**config.mk**
```make
export PLATFORM = sky130hd
export DESIGN_NAME = ocf_report_selector_unit
export DESIGN_NICKNAME = d
export VERILOG_FILES = /design/src/sv/ocf_rs_pkg.sv /design/src/sv/ocf_rs_regs.sv /design/src/sv/ocf_rs_decide.sv /design/src/sv/ocf_report_selector_unit.sv
export SDC_FILE = /design/constraint.sdc
export NUM_CORES = 1
export LEC_CHECK = 0
export BUFFER_PORTS_ARGS = -buffer_cell sky130_fd_sc_hd__buf_2
export CAP_MARGIN = 30
export CORE_MARGIN = 10
export CORE_UTILIZATION = 49
export CTS_CLUSTER_DIAMETER = 40
export DETAILED_ROUTE_END_ITERATION = 12
export PLACE_DENSITY = 0.81
export SYNTH_ARGS = -nofsm -noshare
export SYNTH_HDL_FRONTEND = slang
export SYNTH_HIERARCHICAL = 1
export SYNTH_SLANG_ARGS = --single-unit
```
**constraint.sdc**
```tcl
create_clock -name i_clk -period 3.17 [get_ports i_clk]
set_input_delay 0.317 -clock i_clk [delete_from_list [all_inputs] [get_ports i_clk]]
set_output_delay 0.317 -clock i_clk [all_outputs]
set_load 0.05 [all_outputs]
```
**src/sv/ocf_rs_pkg.sv**
```systemverilog
// ============================================================================
// ocf_rs_pkg
// Shared types and constants for the control field report selector.
// ============================================================================
package ocf_rs_pkg;

    localparam int unsigned WORD_W     = 32;
    localparam int unsigned INTERVAL_W = 8;
    localparam int unsigned STREAK_W   = 8;
    localparam int unsigned BYTE_W     = 8;
    localparam int unsigned PADDR_W    = 3;
    localparam int unsigned PDATA_W    = 32;

    localparam logic [INTERVAL_W-1:0] INTERVAL_RESET = 8'd4;

    // status bits of the control word that force it out
    localparam logic [WORD_W-1:0] URGENT_FLAG_MASK = 32'h0000_3800;

    // register index taken from the word address
    localparam logic [PADDR_W-3:0] REG_REPORT_INTERVAL = 1'b0;

    typedef enum logic [1:0] {
        FUNC_SELECT  = 2'd0,
        FUNC_LATCH   = 2'd1,
        FUNC_CONFIRM = 2'd2,
        FUNC_NONE    = 2'd3
    } t_func;

    typedef struct packed {
        t_func             func;
        logic [WORD_W-1:0] control_word;
        logic [WORD_W-1:0] current_report;
        logic [WORD_W-1:0] acceptance_report;
        logic              urgent_request;
    } t_in_word;

    typedef struct packed {
        logic [WORD_W-1:0] field_word;
        logic              is_report;
    } t_out_word;

endpackage

```
**src/sv/ocf_rs_regs.sv**
```systemverilog
// ============================================================================
// ocf_rs_regs
// APB-style register file holding the report interval.
// ============================================================================
module ocf_rs_regs
    import ocf_rs_pkg::*;
(
    input  logic                  i_clk,
    input  logic                  i_rst_n,
    input  logic                  psel,
    input  logic                  penable,
    input  logic                  pwrite,
    input  logic [PADDR_W-1:0]    paddr,
    input  logic [PDATA_W-1:0]    pwdata,
    output logic [PDATA_W-1:0]    prdata,
    output logic                  pready,
    output logic [INTERVAL_W-1:0] o_interval
);

    logic [INTERVAL_W-1:0] r_interval;
    logic                  wr_en;
    logic [PADDR_W-3:0]    reg_idx;

    assign pready  = 1'b1;
    assign reg_idx = paddr[PADDR_W-1:2];
    assign wr_en   = psel && penable && pwrite && pready;

    always_ff @(posedge i_clk) begin
        if (!i_rst_n) begin
            r_interval <= INTERVAL_RESET;
        end else if (wr_en && (reg_idx == REG_REPORT_INTERVAL)) begin
            r_interval <= pwdata[INTERVAL_W-1:0];
        end
    end

    always_comb begin
        prdata = '0;
        unique case (reg_idx)
            REG_REPORT_INTERVAL: prdata = {{(PDATA_W-INTERVAL_W){1'b0}}, r_interval};
            default:             prdata = '0;
        endcase
    end

    assign o_interval = r_interval;

endmodule

```
**src/sv/ocf_rs_decide.sv**
```systemverilog
// ============================================================================
// ocf_rs_decide
// Selection state and the per-word decision between control word and report.
// ============================================================================
module ocf_rs_decide
    import ocf_rs_pkg::*;
(
    input  logic                  i_clk,
    input  logic                  i_rst_n,
    input  t_in_word              i_word,
    input  logic [INTERVAL_W-1:0] i_interval,
    input  logic                  i_fire,
    output logic                  o_emit,
    output t_out_word             o_result
);

    logic [WORD_W-1:0]   r_held_acceptance, n_held_acceptance;
    logic                r_acceptance_waiting, n_acceptance_waiting;
    logic                r_report_just_sent, n_report_just_sent;
    logic [BYTE_W-1:0]   r_last_report_byte, n_last_report_byte;
    logic                r_report_byte_valid, n_report_byte_valid;
    logic [STREAK_W-1:0] r_control_streak, n_control_streak;

    logic [BYTE_W-1:0]   low_byte;
    logic                flags;
    logic                changed;
    logic                below;
    logic [STREAK_W-1:0] bumped;

    assign low_byte = i_word.control_word[BYTE_W-1:0];
    assign flags    = |(i_word.control_word & URGENT_FLAG_MASK);
    assign changed  = !r_report_byte_valid || (low_byte != r_last_report_byte);
    assign below    = r_control_streak < i_interval;
    assign bumped   = below ? r_control_streak + STREAK_W'(1) : r_control_streak;
    assign o_emit   = (i_word.func == FUNC_SELECT);

    always_comb begin
        n_held_acceptance    = r_held_acceptance;
        n_acceptance_waiting = r_acceptance_waiting;
        n_report_just_sent   = r_report_just_sent;
        n_last_report_byte   = r_last_report_byte;
        n_report_byte_valid  = r_report_byte_valid;
        n_control_streak     = r_control_streak;
        o_result.field_word  = i_word.control_word;
        o_result.is_report   = 1'b0;
        unique case (i_word.func)
            FUNC_LATCH: begin
                n_held_acceptance    = i_word.acceptance_report;
                n_acceptance_waiting = 1'b1;
            end
            FUNC_CONFIRM: begin
                n_held_acceptance    = '0;
                n_acceptance_waiting = 1'b0;
            end
            FUNC_SELECT: begin
                n_last_report_byte  = low_byte;
                n_report_byte_valid = 1'b1;
                if (r_acceptance_waiting) begin
                    // alternate the pending report with the control word
                    n_report_just_sent = !r_report_just_sent;
                    if (!r_report_just_sent) begin
                        o_result.field_word = r_held_acceptance;
                        o_result.is_report  = 1'b1;
                    end
                end else if (r_report_just_sent || i_word.urgent_request || flags ||
                             changed) begin
                    n_report_just_sent = 1'b0;
                    n_control_streak   = bumped;
                end else if (below) begin
                    n_control_streak = bumped;
                end else begin
                    n_control_streak    = '0;
                    n_report_just_sent  = 1'b1;
                    o_result.field_word = i_word.current_report;
                    o_result.is_report  = 1'b1;
                end
            end
            default: begin
            end
        endcase
    end

    always_ff @(posedge i_clk) begin
        if (!i_rst_n) begin
            r_held_acceptance    <= '0;
            r_acceptance_waiting <= 1'b0;
            r_report_just_sent   <= 1'b0;
            r_last_report_byte   <= '0;
            r_report_byte_valid  <= 1'b0;
            r_control_streak     <= '0;
        end else if (i_fire) begin
            r_held_acceptance    <= n_held_acceptance;
            r_acceptance_waiting <= n_acceptance_waiting;
            r_report_just_sent   <= n_report_just_sent;
            r_last_report_byte   <= n_last_report_byte;
            r_report_byte_valid  <= n_report_byte_valid;
            r_control_streak     <= n_control_streak;
        end
    end

endmodule

```
**src/sv/ocf_report_selector_unit.sv**
```systemverilog
// ============================================================================
// ocf_report_selector_unit
// Per-frame choice of control word or security report for the control field.
// ============================================================================
// Input channel: one word per handshake (i_in_valid / o_in_ready) carrying
// func, control word, current report, acceptance report and urgent flag.
// A select word yields one output word (o_out_valid / i_out_ready);
// latch and confirm update state; they and unused codes yield nothing.
// A word is registered at the input, decided by the decision stage and
// its result registered in the result register.
// Throughput: one word per cycle while the output is not stalled, set by
// the single decision stage between the input and result registers.
// When the receiver stalls, the result register holds its word and the
// input register holds the next select; latch and confirm words keep
// flowing past a stalled output since they need no result slot.
// Reset (synchronous, active low) empties both registers, clears the
// selection state and sets the report interval to 4.
// The APB port writes the report interval at byte address 0; pready is
// always high.
// ============================================================================
module ocf_report_selector_unit
    import ocf_rs_pkg::*;
(
    input  logic               i_clk,
    input  logic               i_rst_n,
    input  logic               i_in_valid,
    output logic               o_in_ready,
    input  t_in_word           i_in_word,
    output logic               o_out_valid,
    input  logic               i_out_ready,
    output t_out_word          o_out_word,
    input  logic               psel,
    input  logic               penable,
    input  logic               pwrite,
    input  logic [PADDR_W-1:0] paddr,
    input  logic [PDATA_W-1:0] pwdata,
    output logic [PDATA_W-1:0] prdata,
    output logic               pready
);

    logic [INTERVAL_W-1:0] interval;
    logic                  r_in_valid;
    t_in_word              r_in_word;
    logic                  r_out_valid;
    t_out_word             r_out_word;
    t_out_word             result;
    logic                  dec_fire;
    logic                  dec_emit;
    logic                  out_free;

    ocf_rs_regs u_regs (
        .i_clk      (i_clk),
        .i_rst_n    (i_rst_n),
        .psel       (psel),
        .penable    (penable),
        .pwrite     (pwrite),
        .paddr      (paddr),
        .pwdata     (pwdata),
        .prdata     (prdata),
        .pready     (pready),
        .o_interval (interval)
    );

    ocf_rs_decide u_decide (
        .i_clk      (i_clk),
        .i_rst_n    (i_rst_n),
        .i_word     (r_in_word),
        .i_interval (interval),
        .i_fire     (dec_fire),
        .o_emit     (dec_emit),
        .o_result   (result)
    );

    assign out_free   = !r_out_valid || i_out_ready;
    assign dec_fire   = r_in_valid && (!dec_emit || out_free);
    assign o_in_ready = !r_in_valid || dec_fire;

    // input register: advance when empty or when the decision stage takes its word
    always_ff @(posedge i_clk) begin
        if (!i_rst_n) begin
            r_in_valid <= 1'b0;
        end else if (o_in_ready) begin
            r_in_valid <= i_in_valid;
        end
    end

    always_ff @(posedge i_clk) begin
        if (o_in_ready && i_in_valid) begin
            r_in_word <= i_in_word;
        end
    end

    // result register: load on a select, drop when taken
    always_ff @(posedge i_clk) begin
        if (!i_rst_n) begin
            r_out_valid <= 1'b0;
        end else if (dec_fire && dec_emit) begin
            r_out_valid <= 1'b1;
        end else if (i_out_ready) begin
            r_out_valid <= 1'b0;
        end
    end

    always_ff @(posedge i_clk) begin
        if (dec_fire && dec_emit) begin
            r_out_word <= result;
        end
    end

    assign o_out_valid = r_out_valid;
    assign o_out_word  = r_out_word;

endmodule

```
; ---- After elaboration in Yosys (flattened, before gate mapping)
; Index checks and enable logic that the tools add are counted.
[op_classes]
addsub = 1
magnitude_cmp = 1
eq_ne = 4
n_mux = 16
bitwise_logic = 2
reduce_logical = 26
[op_table]
columns = op, n
row1 = two-way mux 33 bit, 5
row2 = case mux 32 bit (2 select lines), 1
row3 = two-way mux 8 bit, 4
row4 = "adder 8 x 1 -> 8 bit, second input constant", 1
row5 = < comparator 8 bit, 1
row6 = != test 8 bit, 1
row7 = logical OR 1 bit, 7
row8 = logical AND 1 bit, 6
row9 = AND reduction 3 bit, 2
row10 = zero test 1 bit, 5
row11 = two-way mux 1 bit, 5
row12 = AND reduction 2 bit, 2
row13 = nonzero test 2 bit, 2
row14 = "!= test 3 x 2 -> 1 bit, second input constant", 1
row15 = OR reduction 3 bit, 1
row16 = "== test 2 x 1 -> 1 bit, second input constant", 1
row17 = "== test 2 bit, second input constant", 1
row18 = zero test 2 bit, 1
row19 = inverter 1 bit, 2
row20 = case mux 1 bit (2 select lines), 1
[totals]
register_bits = 193
input_bits = 141
output_inout_bits = 68
elab_cells = 66

; ---- Logic depth before layout (Yosys ltp)
[logic_depth]
ltp_word = 6
mapped_depth = 11
mapped_depth_nobuf = 10

; ---- Cells and area by module
; Netlist, hierarchy kept.
[modules_own_cells]
columns = mod, instances, cells_each, area_per_inst_um2, seq_area_each_um2
row1 = ocf_rs_decide, 1, 552, 4115.2, 1021.0
row2 = ocf_report_selector_unit, 1, 144, 4081.4, 4003.8
row3 = ocf_rs_regs, 1, 70, 595.6, 160.2

; ---- Worst setup path after synthesis
; OpenSTA, ideal clock, no wires.
[synth_timing]
path_type = register to register
startpoint = register r_in_word[97] (netlist name)
endpoint = register r_in_word[0] (netlist name), enable pin
setup_ps = 469
t_arrival_ps = 3167
required_time_ps = 2701
path_slack_ps = -466
stages_incl_launch_ff = 5
path_buffers = 0
period_less_slack_ps = 3636
cell_sequence = edfxtp_1 > inv_1 > ha_1 > nand4b_4 > and2_1
[synth_via]
elab_chain_len = 6
[synth_lines]
columns = element, line_no
row1 = "start, declared", ocf_report_selector_unit.sv:43  ; t_in_word r_in_word;
row2 = "start signal, assigned", ocf_report_selector_unit.sv:89  ; r_in_word <= i_in_word;
row3 = zero test 2 bit, ocf_rs_decide.sv:35  ; assign o_emit = (i_word.func == FUNC_SELECT);
row4 = named net dec_emit, ocf_report_selector_unit.sv:48  ; logic dec_emit;
row5 = zero test 1 bit, ocf_report_selector_unit.sv:75  ; assign dec_fire = r_in_valid && (!dec_emit || out_free);
row6 = logical OR 1 bit, ocf_report_selector_unit.sv:75
row7 = logical AND 1 bit, ocf_report_selector_unit.sv:75
row8 = logical OR 1 bit, ocf_report_selector_unit.sv:76  ; assign o_in_ready = !r_in_valid || dec_fire;
row9 = named net o_in_ready, ocf_report_selector_unit.sv:27  ; output logic o_in_ready,
row10 = logical AND 1 bit, ocf_report_selector_unit.sv:88  ; if (o_in_ready && i_in_valid) begin
; The timed path passes the listed nets, and every way through them passes these cells.
; A chain may end at the register's enable or synchronous reset.

; ---- Final worst setup path
[layout_timing]
startpoint = register u_regs.r_interval[5] (netlist: u_regs/o_interval[5])
endpoint = register r_out_word (netlist bit o_out_word[0]) (data pin)
[layout_via]
elab_chain_len = 4
[layout_lines]
columns = element, line_no
row1 = "start, declared", ocf_rs_regs.sv:20  ; logic [INTERVAL_W-1:0] r_interval;
row2 = "start signal, assigned", ocf_rs_regs.sv:32  ; r_interval <= pwdata[INTERVAL_W-1:0];
row3 = < comparator 8 bit, ocf_rs_decide.sv:33  ; assign below = r_control_streak < i_interval;
row4 = two-way mux 33 bit, ocf_rs_decide.sv:69  ; end else if (below) begin
row5 = two-way mux 33 bit, ocf_rs_decide.sv:65  ; end else if (r_report_just_sent || i_word.urgent_request || flags ||
row6 = two-way mux 33 bit, ocf_rs_decide.sv:58  ; if (r_acceptance_waiting) begin
row7 = "end signal, assigned", ocf_report_selector_unit.sv:106  ; r_out_word <= result;
row8 = "end, declared", ocf_report_selector_unit.sv:45  ; t_out_word r_out_word;
; No other way between the ends.

==> run_results.csv <==
group,metric,value,unit
final_layout,num-nets-final,1058,
clock_tree,holdBufCountCts,0,
synth,synth_cell_types,58,
global_routing,grt_pass1_wl,33110,um
synth,synth_enable_flop_cells,132,
synth,post-synth-top-area-fraction,0.4508,
placement,dp_area,9722,sq um
placement,io_buffer_count,157,
drt,drt-wirelength-per-cell,18.30,um
synth,yosys.area_share.simple,0.1863,
final_layout,stdcell_area,10320,sq um
synth,yosys.area_share.xor_xnor,0.007969,
sta,final-setup-viol-count,0,
final_layout,flow.area_growth_from_synthesis,17.38,%
job,max-cap-violations,0,
floorplanning,start_util,0.5048,
placement,post-dp-hpwl,14330,um
power_and_ir_drop,p_clk_frac,0.392,
placement,routabilityCongestion,0.7795,
worst_setup_path,path_cells,"inv_1, ha_1, a21o_1, a221oi_1, o21ai_4, inv_2, buf_4, nor3_1, o21a_1",
drt,route.detailed.drc,0,
synth,postSynth.topFlopCell,"sky130_fd_sc_hd__edfxtp_1",
sta,max_slew_margin,0.4356,
clock_tree,clk_root_buffer_cell,"sky130_fd_sc_hd__clkbuf_16",
power_and_ir_drop,internal-power,4234,uW
global_routing,grt_overflow,0,
synth,yosys.area_share.adder,0.01565,
global_routing,grt_antenna_before_repair,2,
synth,mappedNetlistArea,8792,sq um
synth,synth_mux_area_frac,0.04710,
synth,ys_seq_elements,193,
synth,synth.avg_cell_area,11.48,sq um
synth,synth_async_sr_flop_share,0,
floorplanning,height_of_the_die,154.0,um
final_layout,ff_latch_area,5187,sq um
clock_tree,h-tree-depth,4,
global_routing,all_layer_gr_usage,0.1741,
clock_tree,ctsResizeCount,0,
power_and_ir_drop,netSwitchingPower,1264,uW
worst_setup_path,slowest_stage,"sky130_fd_sc_hd__a221oi_1",
sta,tns,0,ps
floorplanning,top_level_ports,209,
floorplanning,die_width,154.0,um
power_and_ir_drop,share_comb_of_total_power,0.087,
floorplanning,core,17420,sq um
synth,yosys.cell_count.top_type,"sky130_fd_sc_hd__edfxtp_1",
synth,netlist_top_cells_count,"132 x sky130_fd_sc_hd__edfxtp_1, 78 x sky130_fd_sc_hd__nor2b_1, 63 x sky130_fd_sc_hd__a21oi_1",
final_layout,drive_gt1_frac,0.2470,
synth,yosysWarnings,6,
final_layout,multiInputGateArea,3254,sq um
synth,ys_top_cells_by_area,"sky130_fd_sc_hd__edfxtp_1 45%, sky130_fd_sc_hd__dfxtp_1 14%, sky130_fd_sc_hd__nor2b_1 5.6%",
sta,final.min_clock_period,2646,ps
sta,fin_skew,9.535,ps
worst_setup_path,worstPathRequired,3350,ps
sta,timing_hold_violations_final,0,
sta,layout_worst_path_cycle_share,0.8346,
sta,timing.fmax,378.0,MHz
drt,final_wirelength,20960,um
drt,drt_pass1_iterations,5,
clock_tree,clkTransAtPathRegs,70,ps
synth,synth_top_family_by_area,"simple AND/OR/NAND/NOR gates",
sta,setup_repair_after_global_routing_missed_its_margin,"no",
clock_tree,clkLatencyLatePin,430,ps
global_routing,number_of_global_route_vias_before_repair,6217,
clock_tree,cts_setup_buffers,0,
power_and_ir_drop,power.share.switching,0.2299,
synth,synth_sequential_area_ratio,0.5897,
power_and_ir_drop,vdd.ir_drop.worst,0.3885,mV
clock_tree,clock-sinks,193,
floorplanning,num_rows,48,
worst_setup_path,cp-end-kind,"register",
power_and_ir_drop,seq_power_share,0.521,
drt,iteration_0_drc_count_of_the_detailed_router,408,
drt,antenna_left,0,
synth,synth_cells,766,
clock_tree,cts_buffers,17,
synth,synth_compound_gate_area_share,0.09976,
status,outcome,"completed",
min_path,min-delay-path-class,"in -> reg",
clock_tree,cts_tree,"done",
sta,number_of_max_slew_violations_in_the_final_report,0,
power_and_ir_drop,p_leak,0.003834,uW
floorplanning,die_area,23700,sq um
sta,slew_at_the_pin_closest_to_its_max_slew_limit,846.7,ps
worst_setup_path,timing_worst_setup_path_type,"reg -> reg",
global_routing,largest_net_degree_at_the_start_of_global_routing,53,
worst_setup_path,start_kind,"register",
drt,routed_via_count_divided_by_cell_count,5.381,
power_and_ir_drop,power.density_cell_area,532.8,nW/um^2
worst_setup_path,crit_path_max_fanout,24,
worst_setup_path,worst_ep_arrival_time,2830,ps
clock_tree,cts-root-to-sink-buffers,2,
drt,vias,6161,
final_layout,nFillCells,1419,
worst_setup_path,cpPeakStageDelay,460,ps
synth,synth_largest_area_cell,"sky130_fd_sc_hd__edfxtp_1",
[area by class of cell]
| cell class | instances | area share |
|---|---|---|
| sequential | 193 | 0.5027 |
| multi-input combinational | 505 | 0.3153 |
| timing repair buffer | 175 | 0.09166 |
| clock buffer | 21 | 0.04268 |
| tap | 225 | 0.02728 |
| clock inverter | 11 | 0.01503 |
| inverter | 14 | 0.005092 |
| antenna | 1 | 0.0002425 |
[routing by layer]
layer	up-vias	part of all wire	track usage
li1	2998	-	-
met1	2885	0.41	0.2071
met2	241	0.49	0.2861
met3	35	0.073	0.05384
met4	2	0.022	0.07242
met5	-	0.00081	0
[critical path, delay by kind of cell (launching register included)]
kind / cells / cell delay [ps]
buffers and inverters: 3 / 750
and+or+nand+nor: 1 / 70
AOI/OAI and AO/OA: 4 / 920
DFF: 1 / 340
adders and majority gates: 1 / 310
[state kept, by name, indices dropped and copies added (netlist names)]
register and cells:
r_in_word 99, o_out_word 33, u_decide/r_held_acceptance 32, u_decide/r_control_streak 8
u_decide/r_last_report_byte 8, u_regs/o_interval 8, o_out_valid 1, r_in_valid 1
u_decide/r_acceptance_waiting 1, u_decide/r_report_byte_valid 1, u_decide/r_report_just_sent 1
[final timing paths]
path	start	slack, ps	cells after the start	to
max	u_regs/o_interval[5]	520	9	o_out_word[0]
min	i_in_word[57]	60	1	r_in_word[57]
max reg2reg	u_regs/o_interval[5]	520	9	o_out_word[0]
min reg2reg	u_regs/o_interval[3]	470	2	u_regs/o_interval[3]
[power groups by stage]
| stage | Combinational, uW | Clock (uW) | Sequential [uW] |
|---|---|---|---|
| after floorplan | 327 | 0 | 2920 |
| after global placement | 464 | 0 | 2910 |
| after detailed placement | 473 | 0 | 2920 |
| after CTS | 478 | 2200 | 2860 |
| after global routing | 526 | 2320 | 2870 |
| final | 478 | 2160 | 2860 |
[metrics by stage]
| step | worst slack (ps) | std cells | power [uW] | hold slack [ps] | util |
|---|---|---|---|---|---|
| global route | 398.4 | 1145 | 5721 | 28.13 | 0.5925 |
| global placement | 625.1 | 1112 | 3379 | 449.6 | 0.5582 |
| floorplan | 569.7 | 789 | 3251 | 415.9 | - |
| detailed placement | 590.7 | 1112 | 3391 | 459.7 | 0.5582 |
| CTS | 562.5 | 1144 | 5541 | 39.12 | 0.5924 |
| finish | 524.2 | 1145 | 5498 | 55.94 | 0.5925 |
[logic make-up (layout without fill, tap and decap cells)]
kind of cell / count (synthesis) / after routing
compound gates: 142 / 142
xor+xnor: 8 / 8
fa+ha+maj: 11 / 11
buf+inv: 91 / 221
flops: 193 / 193
mux: 41 / 41
other cells: 2 / 26
simple gates: 278 / 278
[layout by cell type (no fill, tap or decap), types with 3 or more instances in the layout]
cell type / instances
sky130_fd_sc_hd__conb_1: 25
sky130_fd_sc_hd__nand4_1: 23
sky130_fd_sc_hd__nor2_1: 25
sky130_fd_sc_hd__and2_1: 4
sky130_fd_sc_hd__nand2_1: 45
sky130_fd_sc_hd__nor2b_1: 78
sky130_fd_sc_hd__a21o_1: 4
sky130_fd_sc_hd__o21ai_0: 4
sky130_fd_sc_hd__bufinv_16: 3
sky130_fd_sc_hd__nand2b_1: 16
sky130_fd_sc_hd__edfxtp_1: 132
sky130_fd_sc_hd__buf_2: 157
sky130_fd_sc_hd__o21ai_1: 27
sky130_fd_sc_hd__nand3_1: 26
sky130_fd_sc_hd__ha_1: 11
sky130_fd_sc_hd__xor2_1: 6
sky130_fd_sc_hd__and2b_2: 8
sky130_fd_sc_hd__nor3_1: 5
sky130_fd_sc_hd__buf_4: 16
sky130_fd_sc_hd__o2bb2ai_1: 8
sky130_fd_sc_hd__a21oi_1: 63
sky130_fd_sc_hd__clkbuf_1: 4
sky130_fd_sc_hd__dfxtp_1: 59
sky130_fd_sc_hd__clkinv_4: 3
sky130_fd_sc_hd__nor3b_1: 33
sky130_fd_sc_hd__mux2_2: 3
sky130_fd_sc_hd__inv_1: 12
sky130_fd_sc_hd__a21boi_1: 3
sky130_fd_sc_hd__mux2i_1: 38
sky130_fd_sc_hd__a21boi_0: 8
sky130_fd_sc_hd__a311o_1: 8
sky130_fd_sc_hd__clkbuf_16: 17
(Power assumes the default switching activity.)
